===== src/rtl/mgsp_pkg.sv =====
// Shared types and constants of the multi-granularity stride prefetcher.
package mgsp_pkg;

    // Learning granularity: one line, sixteen lines or 256 lines.
    typedef enum logic [1:0] {
        MODE_FINE   = 2'd0,
        MODE_MIDDLE = 2'd1,
        MODE_COARSE = 2'd2
    } t_mode;

    // Configuration register indexes.
    typedef enum logic [2:0] {
        CFG_TABLE_ENTRIES     = 3'd0,
        CFG_PREFETCH_DEGREE   = 3'd1,
        CFG_CONFIRM_THRESHOLD = 3'd2,
        CFG_RUN_LIMIT         = 3'd3,
        CFG_FINE_DELTA_LIMIT  = 3'd4,
        CFG_MIDDLE_DELTA_LIMIT = 3'd5
    } t_cfg_reg;

    localparam int unsigned CFG_INDEX_W = 3;
    localparam int unsigned CFG_DATA_W  = 16;
    localparam int unsigned TAG_W       = 12;
    localparam int unsigned OFF_W       = 6;
    localparam int unsigned STRIDE_W    = 7;
    localparam int unsigned COUNT_W     = 4;
    localparam int unsigned BITMAP_W    = 16;
    localparam int unsigned RUN_W       = 17;
    localparam int unsigned PO_W        = 9;
    localparam logic [COUNT_W-1:0] COUNT_MAX = 4'd15;
    localparam logic [RUN_W-1:0]   RUN_MAX   = 17'h1ffff;
    localparam logic [2:0]         DEGREE_MAX = 3'd4;

    // Payload of one tracker table entry (the valid bit lives beside it).
    typedef struct packed {
        logic [TAG_W-1:0]           tag;
        logic [OFF_W-1:0]           last_off;
        logic signed [STRIDE_W-1:0] stride;
        logic [COUNT_W-1:0]         count;
        logic [BITMAP_W-1:0]        bitmap;
    } t_entry;

    // One prefetch burst handed from the table to the emitter.
    typedef struct packed {
        t_mode                      mode;
        logic signed [PO_W-1:0]     po;
        logic signed [STRIDE_W-1:0] stride;
        logic [2:0]                 steps_left;
        logic [BITMAP_W-1:0]        bitmap;
    } t_job;

endpackage


===== src/rtl/mgsp_req_if.sv =====
// Demand address channel.
interface mgsp_req_if #(parameter int ADDR_BITS = 48);
    logic                 valid;
    logic                 ready;
    logic [ADDR_BITS-1:0] address;
    modport source (output valid, output address, input ready);
    modport sink   (input valid, input address, output ready);
endinterface


===== src/rtl/mgsp_pf_if.sv =====
// Prefetch address channel.
interface mgsp_pf_if #(parameter int ADDR_BITS = 48);
    logic                 valid;
    logic                 ready;
    logic [ADDR_BITS-1:0] prefetch_address;
    logic                 last_of_run;
    modport source (output valid, output prefetch_address, output last_of_run, input ready);
    modport sink   (input valid, input prefetch_address, input last_of_run, output ready);
endinterface


===== src/rtl/mgsp_cfg_if.sv =====
// Configuration write channel.
interface mgsp_cfg_if;
    import mgsp_pkg::*;
    logic                   valid;
    logic                   ready;
    logic [CFG_INDEX_W-1:0] index;
    logic [CFG_DATA_W-1:0]  data;
    modport source (output valid, output index, output data, input ready);
    modport sink   (input valid, input index, input data, output ready);
endinterface


===== src/rtl/mgsp_cell.sv =====
// One tracker table cell; cells form a recency-ordered shift chain.
module mgsp_cell import mgsp_pkg::*; (
    input  logic             i_clk,
    input  logic             i_rst_n,
    input  logic             i_take,
    input  logic             i_prev_valid,
    input  t_entry           i_prev,
    input  logic [TAG_W-1:0] i_tag,
    output logic             o_valid,
    output t_entry           o_entry,
    output logic             o_hit
);

    logic   r_valid;
    t_entry r_entry;

    // Valid bit is control state and is cleared by reset.
    always_ff @(posedge i_clk) begin
        if (!i_rst_n) begin
            r_valid <= 1'b0;
        end else if (i_take) begin
            r_valid <= i_prev_valid;
        end
    end

    // Entry payload follows its neighbour when the chain moves.
    always_ff @(posedge i_clk) begin
        if (i_take) begin
            r_entry <= i_prev;
        end
    end

    assign o_valid = r_valid;
    assign o_entry = r_entry;
    assign o_hit   = r_valid && (r_entry.tag == i_tag);

endmodule


===== src/rtl/mgsp_emit.sv =====
// Prefetch burst sequencer: one prefetch address per cycle while i_go is high.
module mgsp_emit import mgsp_pkg::*; #(
    parameter int ADDR_BITS = 48
) (
    input  logic                 i_clk,
    input  logic                 i_rst_n,
    input  logic                 i_start,
    input  t_job                 i_job,
    input  logic [ADDR_BITS-1:0] i_addr,
    input  logic                 i_go,
    output logic                 o_busy,
    output logic                 o_fire,
    output logic [ADDR_BITS-1:0] o_addr,
    output logic                 o_last
);

    logic                 r_busy;
    t_job                 r_job;
    logic [BITMAP_W-1:0]  r_mask;
    logic [ADDR_BITS-1:0] r_addr;

    logic [3:0]             low_idx;
    logic [BITMAP_W-1:0]    low_bit;
    logic [BITMAP_W-1:0]    rem_mask;
    logic signed [PO_W-1:0] next_po;
    logic                   last_step;
    logic                   step_done;

    // Lowest remaining sub-block of the current step.
    always_comb begin
        low_idx = 4'd0;
        for (int b = BITMAP_W - 1; b >= 0; b--) begin
            if (r_mask[b]) begin
                low_idx = 4'(b);
            end
        end
        low_bit  = BITMAP_W'(1) << low_idx;
        rem_mask = r_mask & ~low_bit;
    end

    // Step bookkeeping: the burst stops at the last step or when the offset leaves its range.
    assign next_po   = r_job.po + PO_W'(r_job.stride);
    assign last_step = (r_job.steps_left == 3'd0) || next_po[PO_W-1] || (next_po[7:6] != 2'b00);
    assign step_done = (r_job.mode == MODE_FINE) || (rem_mask == '0);

    assign o_busy = r_busy;
    assign o_fire = r_busy && i_go;
    assign o_last = step_done && last_step;

    // Address composition for the current step and sub-block.
    always_comb begin
        case (r_job.mode)
            MODE_MIDDLE: o_addr = {r_addr[ADDR_BITS-1:16], r_job.po[5:0], low_idx, 6'b0};
            MODE_COARSE: o_addr = {r_addr[ADDR_BITS-1:20], r_job.po[5:0], low_idx, 10'b0};
            default:     o_addr = {r_addr[ADDR_BITS-1:12], r_job.po[5:0], 6'b0};
        endcase
    end

    // Burst state.
    always_ff @(posedge i_clk) begin
        if (!i_rst_n) begin
            r_busy <= 1'b0;
        end else if (i_start) begin
            r_busy <= 1'b1;
            r_job  <= i_job;
            r_mask <= i_job.bitmap;
            r_addr <= i_addr;
        end else if (o_fire) begin
            if (step_done) begin
                if (last_step) begin
                    r_busy <= 1'b0;
                end
                r_job.po         <= next_po;
                r_job.steps_left <= r_job.steps_left - 3'd1;
                r_mask           <= r_job.bitmap;
            end else begin
                r_mask <= rem_mask;
            end
        end
    end

endmodule


===== src/rtl/multi_granularity_stride_prefetcher_core.sv =====
// Top level of the multi-granularity stride prefetcher.
//
// Demand byte addresses enter on i_req; prefetch byte addresses leave on o_pf,
// with last_of_run set on the final address caused by one demand word.
// Registers are written on i_cfg (index, data); the user must write them only while
// the block is idle, which the block does not enforce. The write channel is always ready.
// Each demand word passes inside through the step that takes it, the granularity
// choice and offset extraction, and the lookup and update of the tracker table,
// which is a recency-ordered chain of cells where a hit or a new entry moves to
// the front and the cells above it shift back by one. A triggered prefetch then
// produces one address per cycle while the receiver is not stalling, up to 64,
// from the burst sequencer, which the lookup starts; its addresses are
// registered in the output register.
// The next demand word is taken as soon as the burst is issued, while its
// final address may still wait in the output register.
// Reset clears all entries, the history and the registers to their defaults.
// A stalled receiver holds the output register and the sequencer.
module multi_granularity_stride_prefetcher_core import mgsp_pkg::*; #(
    parameter int TABLE_DEPTH = 16,
    parameter int ADDR_BITS   = 48
) (
    input  logic            i_clk,
    input  logic            i_rst_n,
    mgsp_cfg_if.sink        i_cfg,
    mgsp_req_if.sink        i_req,
    mgsp_pf_if.source       o_pf
);

    localparam int LINE_W = ADDR_BITS - 6;
    localparam int CNT_W  = $clog2(TABLE_DEPTH + 1);

    typedef enum logic [1:0] {S_IDLE, S_GRAN, S_LOOK} t_state;

    // Configuration registers.
    logic [4:0]  r_table_entries;
    logic [2:0]  r_degree;
    logic [3:0]  r_threshold;
    logic [15:0] r_run_limit;
    logic [11:0] r_fine_lim;
    logic [11:0] r_mid_lim;

    t_state               r_state;
    logic [ADDR_BITS-1:0] r_addr;
    logic [LINE_W-1:0]    r_line;
    logic [LINE_W-1:0]    r_pdelta;
    logic [RUN_W-1:0]     r_fine_run;
    logic [RUN_W-1:0]     r_mid_run;
    t_mode                r_mode;
    logic [TAG_W-1:0]     r_tag;
    logic [OFF_W-1:0]     r_off;
    logic [BITMAP_W-1:0]  r_sub;
    logic [CNT_W-1:0]     r_used;

    logic                 r_out_valid;
    logic [ADDR_BITS-1:0] r_out_addr;
    logic                 r_out_last;

    logic                 emit_busy;
    logic                 emit_fire;
    logic [ADDR_BITS-1:0] emit_addr;
    logic                 emit_last;
    logic                 emit_start;
    t_job                 job;

    // Configuration writes.
    assign i_cfg.ready = 1'b1;
    always_ff @(posedge i_clk) begin
        if (!i_rst_n) begin
            r_table_entries <= 5'd16;
            r_degree        <= 3'd4;
            r_threshold     <= 4'd2;
            r_run_limit     <= 16'd8;
            r_fine_lim      <= 12'd2;
            r_mid_lim       <= 12'd16;
        end else if (i_cfg.valid) begin
            unique case (i_cfg.index)
                CFG_TABLE_ENTRIES:      r_table_entries <= i_cfg.data[4:0];
                CFG_PREFETCH_DEGREE:    r_degree        <= i_cfg.data[2:0];
                CFG_CONFIRM_THRESHOLD:  r_threshold     <= i_cfg.data[3:0];
                CFG_RUN_LIMIT:          r_run_limit     <= i_cfg.data;
                CFG_FINE_DELTA_LIMIT:   r_fine_lim      <= i_cfg.data[11:0];
                CFG_MIDDLE_DELTA_LIMIT: r_mid_lim       <= i_cfg.data[11:0];
                default: ;
            endcase
        end
    end

    // Granularity choice from the absolute line delta.
    logic [LINE_W-1:0]   line, delta;
    logic                fine_hit, mid_hit;
    logic [RUN_W-1:0]    n_fine_run, n_mid_run;
    t_mode               n_mode;
    logic [OFF_W-1:0]    n_off;
    logic [BITMAP_W-1:0] n_sub;

    always_comb begin
        line       = r_addr[ADDR_BITS-1:6];
        delta      = (line >= r_line) ? (line - r_line) : (r_line - line);
        fine_hit   = (delta < LINE_W'(r_fine_lim)) && (r_pdelta < LINE_W'(r_fine_lim));
        mid_hit    = (delta < LINE_W'(r_mid_lim)) && (r_pdelta < LINE_W'(r_mid_lim));
        n_fine_run = r_fine_run;
        n_mid_run  = r_mid_run;
        n_mode     = r_mode;
        if (fine_hit) begin
            if (r_fine_run != RUN_MAX) n_fine_run = r_fine_run + RUN_W'(1);
            if (n_fine_run > RUN_W'(r_run_limit)) n_mode = MODE_FINE;
        end else if (mid_hit) begin
            if (r_mid_run != RUN_MAX) n_mid_run = r_mid_run + RUN_W'(1);
            if (n_mid_run > RUN_W'(r_run_limit)) n_mode = MODE_MIDDLE;
        end else begin
            n_mode = MODE_COARSE;
        end
        case (n_mode)
            MODE_MIDDLE: begin
                n_off = r_addr[15:10];
                n_sub = BITMAP_W'(1) << r_addr[9:6];
            end
            MODE_COARSE: begin
                n_off = r_addr[19:14];
                n_sub = BITMAP_W'(1) << r_addr[13:10];
            end
            default: begin
                n_off = r_addr[11:6];
                n_sub = '0;
            end
        endcase
    end

    // Sequencer of the two internal steps.
    assign i_req.ready = (r_state == S_IDLE) && !emit_busy;
    always_ff @(posedge i_clk) begin
        if (!i_rst_n) begin
            r_state    <= S_IDLE;
            r_line     <= '0;
            r_pdelta   <= '0;
            r_fine_run <= '0;
            r_mid_run  <= '0;
            r_mode     <= MODE_FINE;
        end else begin
            unique case (r_state)
                S_IDLE: begin
                    if (i_req.valid && i_req.ready) begin
                        r_addr  <= i_req.address;
                        r_state <= S_GRAN;
                    end
                end
                S_GRAN: begin
                    r_line     <= line;
                    r_pdelta   <= delta;
                    r_fine_run <= n_fine_run;
                    r_mid_run  <= n_mid_run;
                    r_mode     <= n_mode;
                    r_tag      <= r_addr[19:8];
                    r_off      <= n_off;
                    r_sub      <= n_sub;
                    r_state    <= S_LOOK;
                end
                S_LOOK: r_state <= S_IDLE;
                default: r_state <= S_IDLE;
            endcase
        end
    end

    // Tracker table chain.
    logic [TABLE_DEPTH-1:0] cell_valid, cell_hit, cell_take;
    t_entry                 cell_entry [TABLE_DEPTH];
    t_entry                 hit_entry, front;
    logic [CNT_W-1:0]       hit_pos, last_take, limit;
    logic                   any_hit, evict, same, trig;
    logic signed [STRIDE_W-1:0] new_stride;
    logic [2:0]             deg_eff;

    always_comb begin
        hit_pos   = '0;
        hit_entry = '0;
        for (int i = 0; i < TABLE_DEPTH; i++) begin
            if (cell_hit[i]) begin
                hit_pos   = hit_pos | CNT_W'(i);
                hit_entry = hit_entry | cell_entry[i];
            end
        end
        any_hit = (cell_hit != '0);

        if (r_table_entries == 5'd0) limit = CNT_W'(1);
        else if (32'(r_table_entries) > 32'(TABLE_DEPTH)) limit = CNT_W'(TABLE_DEPTH);
        else limit = CNT_W'(r_table_entries);
        evict = (r_used >= limit);

        new_stride = STRIDE_W'($signed({1'b0, r_off})) -
                     STRIDE_W'($signed({1'b0, hit_entry.last_off}));
        same = (new_stride == hit_entry.stride);
        trig = any_hit && same && (hit_entry.count > r_threshold);

        if (any_hit) begin
            front.tag      = r_tag;
            front.last_off = r_off;
            front.bitmap   = hit_entry.bitmap | r_sub;
            front.stride   = same ? hit_entry.stride : new_stride;
            if (trig) front.count = hit_entry.count;
            else if (same) front.count = (hit_entry.count == COUNT_MAX) ?
                                         COUNT_MAX : hit_entry.count + COUNT_W'(1);
            else front.count = COUNT_W'(1);
            last_take = hit_pos;
        end else begin
            front.tag      = r_tag;
            front.last_off = r_off;
            front.bitmap   = r_sub;
            front.stride   = '0;
            front.count    = COUNT_W'(1);
            last_take      = evict ? r_used - CNT_W'(1) : r_used;
        end

        for (int i = 0; i < TABLE_DEPTH; i++) begin
            cell_take[i] = (r_state == S_LOOK) && (CNT_W'(i) <= last_take);
        end

        deg_eff         = (r_degree > DEGREE_MAX) ? DEGREE_MAX : r_degree;
        emit_start      = (r_state == S_LOOK) && trig && (deg_eff != 3'd0);
        job.mode        = r_mode;
        job.po          = PO_W'(r_off);
        job.stride      = new_stride;
        job.steps_left  = deg_eff - 3'd1;
        job.bitmap      = front.bitmap;
    end

    for (genvar g = 0; g < TABLE_DEPTH; g++) begin : g_cell
        mgsp_cell u_cell (
            .i_clk        (i_clk),
            .i_rst_n      (i_rst_n),
            .i_take       (cell_take[g]),
            .i_prev_valid ((g == 0) ? 1'b1 : cell_valid[(g == 0) ? 0 : g - 1]),
            .i_prev       ((g == 0) ? front : cell_entry[(g == 0) ? 0 : g - 1]),
            .i_tag        (r_tag),
            .o_valid      (cell_valid[g]),
            .o_entry      (cell_entry[g]),
            .o_hit        (cell_hit[g])
        );
    end

    // Fill count of the chain.
    always_ff @(posedge i_clk) begin
        if (!i_rst_n) begin
            r_used <= '0;
        end else if ((r_state == S_LOOK) && !any_hit && !evict) begin
            r_used <= r_used + CNT_W'(1);
        end
    end

    // Burst sequencer and output register.
    mgsp_emit #(.ADDR_BITS(ADDR_BITS)) u_emit (
        .i_clk   (i_clk),
        .i_rst_n (i_rst_n),
        .i_start (emit_start),
        .i_job   (job),
        .i_addr  (r_addr),
        .i_go    (!r_out_valid || o_pf.ready),
        .o_busy  (emit_busy),
        .o_fire  (emit_fire),
        .o_addr  (emit_addr),
        .o_last  (emit_last)
    );

    always_ff @(posedge i_clk) begin
        if (!i_rst_n) begin
            r_out_valid <= 1'b0;
        end else if (emit_fire) begin
            r_out_valid <= 1'b1;
            r_out_addr  <= emit_addr;
            r_out_last  <= emit_last;
        end else if (o_pf.ready) begin
            r_out_valid <= 1'b0;
        end
    end

    assign o_pf.valid            = r_out_valid;
    assign o_pf.prefetch_address = r_out_addr;
    assign o_pf.last_of_run      = r_out_last;

    // The fill count never exceeds the table.
    a_used_bound: assert property (@(posedge i_clk) disable iff (!i_rst_n)
        32'(r_used) <= TABLE_DEPTH)
        else $error("fill count beyond table depth");

    // Valid cells form an unbroken run from the front of the chain.
    a_contiguous: assert property (@(posedge i_clk) disable iff (!i_rst_n)
        ((cell_valid + TABLE_DEPTH'(1)) & cell_valid) == '0)
        else $error("gap in tracker chain");

    // The fill count matches the number of valid cells.
    a_count_match: assert property (@(posedge i_clk) disable iff (!i_rst_n)
        32'($countones(cell_valid)) == 32'(r_used))
        else $error("fill count disagrees with valid cells");

endmodule

===== src/flat_wrapper.sv =====
// flat-port wrapper written by rule: the top's interface ports become plain ports
module multi_granularity_stride_prefetcher_core_flat import mgsp_pkg::*;
#(
    parameter int TABLE_DEPTH = 16,
    parameter int ADDR_BITS   = 48
)
  (i_clk, i_rst_n, i_cfg_valid, i_cfg_index, i_cfg_data, i_cfg_ready, i_req_valid, i_req_address, i_req_ready, o_pf_valid, o_pf_prefetch_address, o_pf_last_of_run, o_pf_ready);
  mgsp_cfg_if i_cfg_i ();
  mgsp_req_if #(.ADDR_BITS(ADDR_BITS)) i_req_i ();
  mgsp_pf_if #(.ADDR_BITS(ADDR_BITS)) o_pf_i ();
  input  logic i_clk;
  input  logic i_rst_n;
  input wire logic [$bits(i_cfg_i.valid)-1:0] i_cfg_valid;
  input wire logic [$bits(i_cfg_i.index)-1:0] i_cfg_index;
  input wire logic [$bits(i_cfg_i.data)-1:0] i_cfg_data;
  output wire logic [$bits(i_cfg_i.ready)-1:0] i_cfg_ready;
  input wire logic [$bits(i_req_i.valid)-1:0] i_req_valid;
  input wire logic [$bits(i_req_i.address)-1:0] i_req_address;
  output wire logic [$bits(i_req_i.ready)-1:0] i_req_ready;
  output wire logic [$bits(o_pf_i.valid)-1:0] o_pf_valid;
  output wire logic [$bits(o_pf_i.prefetch_address)-1:0] o_pf_prefetch_address;
  output wire logic [$bits(o_pf_i.last_of_run)-1:0] o_pf_last_of_run;
  input wire logic [$bits(o_pf_i.ready)-1:0] o_pf_ready;
  assign i_cfg_i.valid = i_cfg_valid;
  assign i_cfg_i.index = i_cfg_index;
  assign i_cfg_i.data = i_cfg_data;
  assign i_cfg_ready = i_cfg_i.ready;
  assign i_req_i.valid = i_req_valid;
  assign i_req_i.address = i_req_address;
  assign i_req_ready = i_req_i.ready;
  assign o_pf_valid = o_pf_i.valid;
  assign o_pf_prefetch_address = o_pf_i.prefetch_address;
  assign o_pf_last_of_run = o_pf_i.last_of_run;
  assign o_pf_i.ready = o_pf_ready;
  multi_granularity_stride_prefetcher_core #(.TABLE_DEPTH(TABLE_DEPTH), .ADDR_BITS(ADDR_BITS)) u_core (.i_clk(i_clk), .i_rst_n(i_rst_n), .i_cfg(i_cfg_i), .i_req(i_req_i), .o_pf(o_pf_i));
endmodule

===== config.mk =====
export PLATFORM = sky130hd
export DESIGN_NAME = multi_granularity_stride_prefetcher_core_flat
export DESIGN_NICKNAME = d
export VERILOG_FILES = /design/src/rtl/mgsp_pkg.sv /design/src/rtl/mgsp_req_if.sv /design/src/rtl/mgsp_pf_if.sv /design/src/rtl/mgsp_cfg_if.sv /design/src/rtl/mgsp_cell.sv /design/src/rtl/mgsp_emit.sv /design/src/rtl/multi_granularity_stride_prefetcher_core.sv /design/src/flat_wrapper.sv
export SDC_FILE = /design/constraint.sdc
export NUM_CORES = 2
export LEC_CHECK = 0
export BUFFER_PORTS_ARGS = -buffer_cell sky130_fd_sc_hd__buf_2
export CAP_MARGIN = 20
export CORE_MARGIN = 5
export CORE_UTILIZATION = 65
export CTS_BUF_LIST = sky130_fd_sc_hd__clkbuf_8
export CTS_CLUSTER_DIAMETER = 120
export DETAILED_ROUTE_END_ITERATION = 8
export PLACE_DENSITY = 0.82
export SYNTH_ARGS = -nofsm -noshare
export SYNTH_HDL_FRONTEND = slang
export SYNTH_SLANG_ARGS = --single-unit

===== constraint.sdc =====
create_clock -name i_clk -period 26.6 [get_ports i_clk]
set_clock_uncertainty 0.1 [all_clocks]
set_input_delay 5.32 -clock i_clk [delete_from_list [all_inputs] [get_ports i_clk]]
set_output_delay 5.32 -clock i_clk [all_outputs]
set_load 0.005 [all_outputs]

== Word level (Yosys, flattened, before mapping) ==
Index checks and enable logic that the tools add are counted.
Cells by class
  add/subtract/negate cells: 11
  magnitude comparators: 27
  eq/ne operators: 32
  shifts and indexed selects: 3
  mux-type cells: 87
  bitwise gates (word level): 19
  reduce and logical (&&, ||, !) cells: 80
Operator list (count)
  33-bit 2-to-1 mux: 16
  33-bit bitwise OR: 15
  12-bit equality test: 16
  42-bit by 12-bit less-than comparator with 1-bit output: 4
  4-bit 2-to-1 mux: 27
  17-bit 2-to-1 mux: 5
  42-bit subtractor: 2
  16-bit 2-to-1 mux: 4
  1-bit by 4-bit << shifter with 16-bit output (first input constant): 3
  1-bit logical AND: 44
  42-bit greater-or-equal comparator: 1
  42-bit 2-to-1 mux: 1
  4-bit by 5-bit less-or-equal comparator with 1-bit output (first input constant): 8
  20-bit case mux with 2 select lines: 1
  17-bit by 1-bit adder with 17-bit output (second input constant): 2
  17-bit by 16-bit greater-than comparator with 1-bit output: 2
  17-bit inequality test (second input constant): 2
  16-bit case mux with 2 select lines: 1
  3-bit 2-to-1 mux: 8
  2-bit AND reduction: 11
  3-bit by 5-bit less-or-equal comparator with 1-bit output (first input constant): 4
  5-bit 2-to-1 mux: 4
  9-bit 2-to-1 mux: 2
  16-bit bitwise AND: 1
  other kinds (39): 75
Word-level totals
  register bits after elaboration: 1149
  input port bits: 72
  output and inout port bits: 52

== Longest topological paths before layout ==
  word-level depth: 41
  mapped depth: 31
  depth with buffers taken out: 28

== Hierarchy ==
Synthesis repeated with hierarchy kept, for this count alone.
Unflattened totals
  cell total of the unflattened synthesis: 4021
  area total of the unflattened synthesis: 51104.0 um2
By module, submodules not included
  mgsp_cell: times used 16, cells each 65, area an instance 1526.5 um2
  multi_granularity_stride_prefetcher_core: times used 1, cells each 2602, area an instance 22016.1 um2
  mgsp_emit: times used 1, cells each 379, area an instance 4664.5 um2

== Worst setup path after synthesis ==
OpenSTA, ideal clock, no wires.
  path kind: reg2reg
  start point: reg u_core.r_tag[3]
  end point: reg u_core.g_cell[7].u_cell.r_valid
  setup time: 0.128 ns
  data arrival time: 10.087 ns
  slack: 16.285 ns
  stages on the path, launching flop included: 15
  buffers on the path: 3
  clock period less this slack: 10.315 ns
  cells stage by stage: edfxtp_1 -> clkbuf_1 -> buf_4 -> xnor2_1 -> nand4_1 -> nor4_1 -> nor4_1 -> and4_1 -> clkbuf_1 -> nand3_1 -> nand2_1 -> o31ai_1 -> a21boi_0 -> mux2i_1 -> nor2_1
On the way
  longest elaborated chain between the ends: 20
RTL lines
  from (decl): line multi_granularity_stride_prefetcher_core.sv:49  | logic [TAG_W-1:0] r_tag;
  from (signal assigned): line multi_granularity_stride_prefetcher_core.sv:153  | r_tag <= r_addr[19:8];
  12-bit equality test: line mgsp_cell.sv:35  | assign o_hit = r_valid && (r_entry.tag == i_tag);
  1-bit logical AND: line mgsp_cell.sv:35
  1-bit 2-to-1 mux: line multi_granularity_stride_prefetcher_core.sv:177  | if (cell_hit[i]) begin
  2-bit 2-to-1 mux (2 in series): line multi_granularity_stride_prefetcher_core.sv:177
  3-bit 2-to-1 mux (4 in series): line multi_granularity_stride_prefetcher_core.sv:177
  4-bit 2-to-1 mux (8 in series): line multi_granularity_stride_prefetcher_core.sv:177
  5-bit 2-to-1 mux (*): line multi_granularity_stride_prefetcher_core.sv:194  | if (any_hit) begin
  3-bit by 5-bit less-or-equal comparator with 1-bit output (*): line multi_granularity_stride_prefetcher_core.sv:214  | cell_take[i] = (r_state == S_LOOK) && (CNT_W'(i) <= last_take);
  1-bit logical AND (*): line multi_granularity_stride_prefetcher_core.sv:214
  net u_core.g_cell[7].u_cell.i_take: line mgsp_cell.sv:5  | input logic i_take,
  to (signal assigned): line mgsp_cell.sv:22  | r_valid <= i_prev_valid;
  to (decl): line mgsp_cell.sv:14  | logic r_valid;
Mark *: on every way through the listed nets, which the timed path passes. The rest lies on a longest branch.
A chain may end at the register's enable or synchronous reset.

== Worst setup path in the final report ==
  start point: reg u_core.r_addr[6]
  end point: reg u_core.r_sub[0] (data pin)
On the way
  longest elaborated chain between the ends: 8
RTL lines
  from (decl): line multi_granularity_stride_prefetcher_core.sv:43  | logic [ADDR_BITS-1:0] r_addr;
  from (signal assigned): line multi_granularity_stride_prefetcher_core.sv:143  | r_addr <= i_req.address;
  42-bit subtractor or 42-bit greater-or-equal comparator (tied branches): line multi_granularity_stride_prefetcher_core.sv:98  | delta = (line >= r_line) ? (line - r_line) : (r_line - line);
  42-bit 2-to-1 mux (*): line multi_granularity_stride_prefetcher_core.sv:98
  net u_core.delta[10]: line multi_granularity_stride_prefetcher_core.sv:89  | logic [LINE_W-1:0] line, delta;
  42-bit by 12-bit less-than comparator with 1-bit output: line multi_granularity_stride_prefetcher_core.sv:100  | mid_hit = (delta < LINE_W'(r_mid_lim)) && (r_pdelta < LINE_W'(r_mid_lim));
  1-bit logical AND: line multi_granularity_stride_prefetcher_core.sv:100
  2-bit 2-to-1 mux: line multi_granularity_stride_prefetcher_core.sv:107  | end else if (mid_hit) begin
  2-bit 2-to-1 mux (*): line multi_granularity_stride_prefetcher_core.sv:104  | if (fine_hit) begin
  net u_core.n_mode[1]: line multi_granularity_stride_prefetcher_core.sv:92  | t_mode n_mode;
  2-bit equality test or 2-bit by 1-bit equality test with 1-bit output (tied branches): line multi_granularity_stride_prefetcher_core.sv:113  | case (n_mode)
  16-bit case mux with 2 select lines (*): line multi_granularity_stride_prefetcher_core.sv:113
  to (signal assigned): line multi_granularity_stride_prefetcher_core.sv:155  | r_sub <= n_sub;
  to (decl): line multi_granularity_stride_prefetcher_core.sv:51  | logic [BITMAP_W-1:0] r_sub;
Marks and branches as above.

==> flow_metrics.py <==
metrics = {
    "status": {
        "status": "complete, no violations",
    },
    "place": {
        "hpwl_um": 86900,
        "gp_congestion": 0.975,
        "place_area_um2": 52400,
        "portBuffers": 110,
    },
    "power": {
        "combPwrFrac_pct": 6.4,
        "p_sw_mw": 0.861,
        "pwr-share-seq_pct": 54.3,
        "swShare_pct": 24.3,
        "power.leakage_nw": 19.4,
        "power.density_nw_per_um2": 63.6,
        "pwr-share-clk_pct": 39.3,
        "internal-power_mw": 2.69,
        "peakVddDrop_mv": 0.0596,
    },
    "clock_tree": {
        "clock_path_buffers": 3,
        "numCtsBuffers": 170,
        "htree_levels": 4,
        "cts_root_buf": "clkbuf_8",
        "cts_sinks": 1125,
        "cts_hold_buf": 0,
        "worstSkewPairLatency_ns": 0.83,
        "postCtsResizedCells": 0,
        "cts_tree": "built",
        "clkTransAtPathRegs_ns": 0.06,
        "postCtsSetupBuffers": 0,
    },
    "layout": {
        "fin_nets": 4480,
        "layout_commonest_cell": "edfxtp_1",
        "num-fill-cells": 5026,
        "layout-drive-gt1-share_pct": 11.1,
        "multi_input_area_um2": 17500,
        "final_cell_mix": "928 x edfxtp_1, 334 x nand2_1, 295 x a21oi_1",
        "final_area_um2": 55800,
        "utilization_pct": 72.0,
        "regArea_um2": 31800,
        "syn2layout_area_growth_pct": 9.94,
    },
    "global_routing": {
        "grt_pass1_wl_um": 205000,
        "grt_max_degree": 83,
        "antenna_found_initial": 4,
        "grtUsageTotal_pct": 32.1,
        "grt_pass1_vias": 35229,
        "grt.overflow.total": 0,
    },
    "die": {
        "die_w_um": 289,
        "core_area_um2": 77500,
        "boundaryPins": 124,
        "rows": 102,
        "start_util_pct": 65.5,
        "die_y_um": 289,
        "die_area_um2": 83800,
    },
    "worst_setup_path": {
        "cp-end-kind": "flop",
        "critical_path_arrival_ns": 9.19,
        "path_class": "reg -> reg",
        "worstPathRequired_ns": 27.00,
        "cp_max_fo": 33,
        "cp-start-kind": "flop",
    },
    "logic_synthesis": {
        "synth_flop_cell": "edfxtp_1",
        "synthCells": 4056,
        "yosysWarningCount": 0,
        "synthArstFlopShare_pct": 0,
        "synth_area_um2": 50800,
        "synth_edf_count": 928,
        "synth_seq_cells": 1125,
        "synth.distinct_cells": 90,
        "syn_avg_cell_area_um2": 12.5,
        "ys_seq_area_share_pct": 62.7,
    },
    "timing": {
        "fmax_mhz": 114,
        "rsz0062_at_grt": "false",
        "worst_pin_slew_ns": 1.14,
        "setup_violations": 0,
        "fin_tns_setup_ns": 0,
        "report.final.slew_viol_count": 0,
        "fin_crit_ns": 8.79,
        "slew-limit-headroom_pct": 23.8,
        "hold_violations": 0,
        "hold_ws_ns": 0.305,
        "period_share_pct": 33.0,
    },
    "detailed_routing": {
        "vias": 35868,
        "ant_nets": 0,
        "detail_route.wl_per_cell_um": 25.3,
        "post-route-drc-count": 0,
        "first_pass_iters": 8,
        "drtIter0Drc": 4532,
        "routed_via_density": 6.65,
        "wirelength_um": 137000,
    },
    "worst_hold_path": {
        "min_path_type": "reg -> reg",
    },
    "job": {
        "maxCapViolCount": 0,
    },
}
-- routing by layer --
metal	global-route usage (%)	vias to the layer above	share of wire, %
li1	-	15678	-
met1	40.9	17235	36
met2	52.4	2489	47
met3	8.79	464	12
met4	13.4	2	4.3
met5	0	-	0.013
-- power by group through the flow --
stage | logic, mW | registers (mW) | clock network (mW)
floorplan | 0.160 | 1.96 | 0
global placement | 0.216 | 1.96 | 0
detailed placement | 0.220 | 1.96 | 0
CTS | 0.222 | 1.93 | 1.41
global route | 0.248 | 1.93 | 1.49
finish | 0.228 | 1.93 | 1.39
-- metrics by stage --
stage | worst slack (ns) | cells | total power [mW]
6_report | 17.81 | 5393 | 3.55
5_1_grt | 17.50 | 5390 | 3.67
4_1_cts | 18.10 | 5384 | 3.56
3_5_place_dp | 18.19 | 5075 | 2.18
3_3_place_gp | 18.30 | 5075 | 2.18
2_1_floorplan | 16.29 | 4061 | 2.12
-- cell usage after synthesis, types with 22 or more instances --
cell	count	area (um^2)
ha_1	193	2410
nor2b_1	24	150
a21o_1	44	330
edfxtp_1	928	27900
nand4_1	122	763
o31ai_1	29	218
nand2b_1	34	213
nor2_1	218	818
nor3_1	52	260
nand2_1	334	1250
nand3_1	70	350
o21a_1	24	180
a22oi_1	52	390
a22o_1	97	850
mux2i_1	51	510
nor4_1	44	275
a221oi_1	113	990
dfxtp_1	197	3940
o21ai_0	115	576
xnor2_1	258	2260
inv_1	195	732
a211oi_1	36	270
o21bai_1	22	165
a21oi_1	298	1490
buf_1	22	82.6
buf_2	48	240
clkbuf_1	108	405
-- cell families (layout without fill, tap and decap cells) --
| family | count (synthesis) | after routing | share of synthesized area (%) |
|---|---|---|---|
| xor+xnor | 280 | 280 | 4.85 |
| buf+inv | 396 | 683 | 3.25 |
| mux | 62 | 62 | 1.25 |
| fa+ha+maj | 197 | 197 | 4.92 |
| simple gates | 999 | 999 | 9.61 |
| other cells | 2 | 12 | 0.0148 |
| flops | 1125 | 1125 | 62.7 |
| compound gates | 995 | 995 | 13.4 |
-- worst paths after layout --
kind | end | slack, ns | depth (start not counted) | start
worst min register to register | u_core.o_pf.prefetch_address[23]$_DFFE_PP_ | 0.30 | 0 | u_core.u_emit.r_addr[23]$_DFFE_PP_
worst max register to register | u_core.r_sub[0]$_SDFFCE_PP0P_ | 17.81 | 26 | u_core.r_addr[6]$_DFFE_PP_
worst max-delay path | u_core.r_sub[0]$_SDFFCE_PP0P_ | 17.81 | 26 | u_core.r_addr[6]$_DFFE_PP_
worst min-delay path | u_core.o_pf.prefetch_address[23]$_DFFE_PP_ | 0.30 | 0 | u_core.u_emit.r_addr[23]$_DFFE_PP_
-- registers in the layout, summed over array words and instances, names as in the netlist, 17 cells and up --
register,cells
u_core.r_line,42
u_core.u_emit.r_addr,36
u_core.r_pdelta,42
u_core.g_cell.u_cell.o_entry,720
u_core.r_mid_run,17
u_core.r_fine_run,17
u_core.r_addr,42
u_core.o_pf.prefetch_address,42
u_core.u_emit.r_job,37
-- area by class of cell --
| type | instances | share of cell area [%] |
|---|---|---|
| Timing Repair Buffer | 179 | 1.99 |
| Multi-Input combinational cell | 2540 | 31.4 |
| Inverter | 195 | 1.32 |
| Antenna cell | 5 | 0.0224 |
| Clock buffer | 178 | 4.39 |
| Clock inverter | 131 | 1.52 |
| Tap cell | 1040 | 2.33 |
| Sequential cell | 1125 | 57.0 |
-- critical path, stage by stage (launching register included) --
cell,delay (ns)
edfxtp_1,0.51
inv_1,0.20
ha_1,0.21
inv_1,0.06
fa_1,0.39
nand3_1,0.14
a21oi_1,0.15
o311ai_2,0.54
or3_1,0.28
nand3_2,0.09
buf_4,0.31
or3_1,0.42
o31a_1,0.13
a221oi_1,0.29
xnor2_1,0.33
ha_1,0.36
a21oi_1,0.14
nor2b_1,0.06
a2111oi_0,0.49
nand3_1,0.36
or4b_2,0.73
a21boi_0,0.27
or3_1,0.19
ha_1,0.64
nor3_1,0.09
a31oi_1,0.80
nor2_1,0.14
No activity file was read; power rests on OpenSTA's default activity.
